<file path="src/hdl/msie_pkg.sv">
package msie_pkg;

   localparam int MSIE_MEM_BYTES = 65536;
   localparam int MSIE_NUM_REGS  = 32;
   localparam int MSIE_REG_BITS  = 5;
   localparam int MSIE_LINK_REG  = 31;
   localparam int MSIE_OP_MAX    = 18;

   localparam int RSP_DATA_BITS  = 88;

   // opcodes
   localparam logic [5:0] OP_HALT = 6'd0;
   localparam logic [5:0] OP_ADD  = 6'd1;
   localparam logic [5:0] OP_ADDI = 6'd2;
   localparam logic [5:0] OP_SUB  = 6'd3;
   localparam logic [5:0] OP_SUBI = 6'd4;
   localparam logic [5:0] OP_MUL  = 6'd5;
   localparam logic [5:0] OP_MULI = 6'd6;
   localparam logic [5:0] OP_LB   = 6'd7;
   localparam logic [5:0] OP_SB   = 6'd8;
   localparam logic [5:0] OP_BEQ  = 6'd9;
   localparam logic [5:0] OP_BNE  = 6'd10;
   localparam logic [5:0] OP_BLT  = 6'd11;
   localparam logic [5:0] OP_BGT  = 6'd12;
   localparam logic [5:0] OP_BLE  = 6'd13;
   localparam logic [5:0] OP_BGE  = 6'd14;
   localparam logic [5:0] OP_J    = 6'd15;
   localparam logic [5:0] OP_JR   = 6'd16;
   localparam logic [5:0] OP_JAL  = 6'd17;
   localparam logic [5:0] OP_OUT  = 6'd18;

   localparam logic KIND_LOAD = 1'b0;
   localparam logic KIND_STEP = 1'b1;

   typedef enum logic [3:0] {
      ST_CLEAR,
      ST_IDLE,
      ST_F0,
      ST_F1,
      ST_F2,
      ST_F3,
      ST_F4,
      ST_RA,
      ST_RB,
      ST_RC,
      ST_EXEC,
      ST_LB,
      ST_DRD,
      ST_DWR
   } state_type;

   typedef struct packed {
      logic        reg_we;
      logic [31:0] reg_wdata;
      logic        mem_we;
      logic [7:0]  mem_wdata;
      logic [31:0] mem_addr;
      logic [31:0] pc_next;
      logic        halt;
      logic        is_lb;
      logic        bad;
      logic        chv;
      logic [7:0]  ch;
   } alu_out_type;

endpackage

</file>
<file path="src/hdl/msie_alu.sv">
module msie_alu
   import msie_pkg::*;
(
   input  logic [31:0]  word,
   input  logic [31:0]  here,
   input  logic [31:0]  a,
   input  logic [31:0]  b,
   input  logic [31:0]  c,
   output alu_out_type  res
);

   logic [5:0]  op;
   logic [31:0] imm;
   logic [31:0] seq_pc;
   logic [31:0] br_pc;
   logic [31:0] jmp_pc;
   logic        take;
   logic [31:0] prod_src;

   assign op       = word[31:26];
   assign imm      = {{16{word[15]}}, word[15:0]};
   assign seq_pc   = here + 32'd4;
   assign br_pc    = here + {imm[29:0], 2'b00};
   assign jmp_pc   = {16'd0, word[15:0]};
   assign prod_src = (op == OP_MUL) ? c : imm;

   always_comb begin
      res           = '0;
      res.pc_next   = seq_pc;
      res.mem_addr  = b + imm;
      res.mem_wdata = a[7:0];
      take          = 1'b0;
      case (op)
         OP_HALT: res.halt = 1'b1;
         OP_ADD: begin
            res.reg_we    = 1'b1;
            res.reg_wdata = b + c;
         end
         OP_ADDI: begin
            res.reg_we    = 1'b1;
            res.reg_wdata = b + imm;
         end
         OP_SUB: begin
            res.reg_we    = 1'b1;
            res.reg_wdata = b - c;
         end
         OP_SUBI: begin
            res.reg_we    = 1'b1;
            res.reg_wdata = b - imm;
         end
         OP_MUL, OP_MULI: begin
            res.reg_we    = 1'b1;
            res.reg_wdata = b * prod_src;
         end
         OP_LB:  res.is_lb  = 1'b1;
         OP_SB:  res.mem_we = 1'b1;
         OP_BEQ: take = (a == b);
         OP_BNE: take = (a != b);
         OP_BLT: take = ($signed(a) < $signed(b));
         OP_BGT: take = ($signed(b) < $signed(a));
         OP_BLE: take = !($signed(b) < $signed(a));
         OP_BGE: take = !($signed(a) < $signed(b));
         OP_J:   res.pc_next = jmp_pc;
         OP_JR:  res.pc_next = a;
         OP_JAL: begin
            res.reg_we    = 1'b1;
            res.reg_wdata = seq_pc;
            res.pc_next   = jmp_pc;
         end
         OP_OUT: begin
            res.chv = 1'b1;
            res.ch  = a[7:0];
         end
         default: res.bad = 1'b1;
      endcase
      if (take) begin
         res.pc_next = br_pc;
      end
   end

endmodule

</file>
<file path="config.mk">
export PLATFORM = sky130hd
export DESIGN_NAME = msie_alu
export DESIGN_NICKNAME = d
export VERILOG_FILES = /design/src/hdl/msie_pkg.sv /design/src/hdl/msie_alu.sv
export SDC_FILE = /design/constraint.sdc
export NUM_CORES = 2
export LEC_CHECK = 0
export BUFFER_PORTS_ARGS = -buffer_cell sky130_fd_sc_hd__buf_2
export CORE_ASPECT_RATIO = 1.25
export CORE_MARGIN = 2
export CORE_UTILIZATION = 55
export DETAILED_ROUTE_END_ITERATION = 6
export PLACE_DENSITY = 0.85
export SYNTH_ARGS = -nofsm -noshare
export SYNTH_HDL_FRONTEND = slang
export SYNTH_SLANG_ARGS = --single-unit
</file>
<file path="constraint.sdc">
create_clock -name vclk -period 11.1
set_input_delay 1.11 -clock vclk [all_inputs]
set_output_delay 1.11 -clock vclk [all_outputs]
set_load 0.05 [all_outputs]
</file>
==> summary.txt <==
Final Hold Vio Count -> 0
Max Transition Viols Final -> 0
Slew headroom -> 14.9%
Worst hold start -> a[0]
Endpoint class of the critical path -> output pin
Cell Area, Placed -> 26100 um2
Layout area overhead -> 9.05%
Crit path DAT -> 9.72 ns
Largest net degree at the start of global routing -> 57
Number of hold buffers added after cts -> 0
Area of the multi-input gates -> 21800 um2
Yosys top cell area share -> 34.3%
CP most frequent cell -> fa_1
Vias in the first global route -> 25.5k
Post-synthesis sequential area ratio -> 0%
Chip height -> 238 um
Post-DRT Antenna Nets -> 0
Top cells by count, synth -> inv_1, fa_1, nor2_1, nand2_1, ha_1
Hold path depth -> 2
DIE AREA -> 45400 um2
Seq cells -> 0
Die X -> 191 um
Total area of sequential cells -> 0 um2
First-pass DRT Iterations -> 7
Mapped Avg Cell Area -> 7.83 um2
Fin crit period -> 10.83 ns
Netlist cell types -> 88
Wire length per cell after detailed routing -> 23.6 um
Critical-path top delay cell -> or4b_1
Layout cell share with drive strength beyond 1 -> 12.4%
Initial antenna violation count -> 18
CP peak stage delay -> 0.60 ns
CP max FO -> 10
Post-route cell area -> 26200 um2
Most common cell in the synthesized netlist -> inv_1
DRC Markers -> 0
Clock buffers -> 0
Post-synthesis instance total -> 3066
Finished Core Util -> 60.8%
Fmax -> 92.4 MHz
First-pass GRT wire length -> 139 mm
Port bufs -> 268
Core ar. -> 43100 um2
Via-per-instance ratio -> 6.42
Final Setup Violations -> 0
Period utilization -> 97.5%
Row count -> 85
Dominant cells by area after synthesis -> fa_1, ha_1, inv_1
Gr usage total -> 40.1%
Setup_tns -> 0 ns
Dpl hpwl -> 75.5 mm
Vias -> 24.7k
Postcts setup bufs -> 0
Starting Density -> 55.7%
Worst-Margin Slew -> 1.24 ns
WS Path Type -> primary input to output pin
Outcome -> finished clean
Cell type with the largest total area after synthesis -> fa_1
Gr ovfl total -> 0
RD Place Congestion -> 1.08
Synth Warn # -> 0
Hold Path Class -> primary input to output pin
Worst setup SP type -> primary input
Initial DRC count -> 2616
Max-cap violation count -> 0
Fin Hold WS -> 2.54 ns
CP Data Required Time -> 9.99 ns
Drt total wl -> 90.5 mm
Mapped Area -> 24000 um2
Ports -> 278
Mapped Nets -> 3885
Fill count -> 3693
Final net count -> 4085
WHS Endpoint -> res[76]
## layout make-up
class                           instances  share of cell area, %
Inverter                              451                   6.47
Tap cell                              565                   2.70
Multi-Input combinational cell       2468                   83.2
Antenna cell                           13                  0.124
Timing Repair Buffer                  345                   7.48
## how the worst max path moves through the flow
stage / slack [ns] / from / depth (start not counted) / to
2_1_floorplan: 0.06 / word[26] / 32 / res[110]
3_3_place_gp: 0.28 / word[28] / 32 / res[116]
3_5_place_dp: 0.28 / word[30] / 26 / res[116]
4_1_cts: 0.21 / word[30] / 32 / res[114]
5_1_grt: -0.1 / word[30] / 30 / res[114]
6_report: 0.27 / word[30] / 30 / res[114]
## layer usage
layer	track usage, %	up-vias	part of all wire, %
li1	-	10487	-
met1	45.6	11603	32
met2	62.9	1903	43
met3	9.09	666	13
met4	35.4	12	12
met5	0	-	0.084
## cells in the final DEF, fill, tap and decap left out, types with 11 or more instances in the layout
| cell type | Yosys | routed |
|---|---|---|
| a31oi_1 | 15 | 15 |
| or3_1 | 19 | 19 |
| a221oi_1 | 47 | 47 |
| buf_4 | 11 | 74 |
| o22ai_1 | 18 | 18 |
| o21ai_0 | 125 | 123 |
| diode_2 | 0 | 13 |
| xnor2_1 | 110 | 110 |
| fa_1 | 411 | 411 |
| o21bai_1 | 13 | 13 |
| mux2_2 | 12 | 11 |
| inv_1 | 443 | 443 |
| nand2b_1 | 24 | 24 |
| buf_2 | 5 | 267 |
| o31ai_1 | 12 | 12 |
| o211ai_1 | 14 | 14 |
| nor2_1 | 381 | 380 |
| a22oi_1 | 30 | 30 |
| nand2_1 | 348 | 343 |
| mux2i_1 | 15 | 12 |
| nand4_1 | 19 | 19 |
| nor2b_1 | 14 | 14 |
| a21oi_1 | 146 | 144 |
| and3_1 | 19 | 19 |
| a21o_1 | 72 | 72 |
| and2_1 | 47 | 46 |
| xor2_1 | 55 | 55 |
| nand3_1 | 40 | 40 |
| a211oi_1 | 14 | 14 |
| ha_1 | 248 | 248 |
| o21a_1 | 19 | 19 |
| nor3_1 | 42 | 39 |
## what timing repair did
item                                   4_1_cts  5_1_grt
endpoints found under the hold margin        0        0
setup endpoints to repair                    0        5
gates resized for setup                      0       14
## worst max-delay path: cells and delay by family
kind            cells  cell delay, ns
xor+xnor            1            0.22
fa+ha+maj           9            4.06
mux                 1            0.48
compound gates      8            1.66
simple gates        4            1.19
buf+inv             7            0.96
## cell families after synthesis
family                     after synthesis  share of synthesized area, %
AOI/OAI and AO/OA                      601                          16.5
xor gates and xnor gates               173                          6.74
adders and majority gates              659                          47.2
buffers and inverters                  598                          9.61
muxes                                   27                          1.19
and+or+nand+nor                       1008                          18.7
## metrics by stage
stage	cells	setup WS, ns
5_1_grt	3837	-0.0967
2_1_floorplan	3066	0.0605
4_1_cts	3829	0.208
3_5_place_dp	3829	0.279
6_report	3842	0.272
3_3_place_gp	3829	0.285
Power is not shown: default switching activity piles up to over one toggle a cycle in this logic, so the estimate is an artifact.
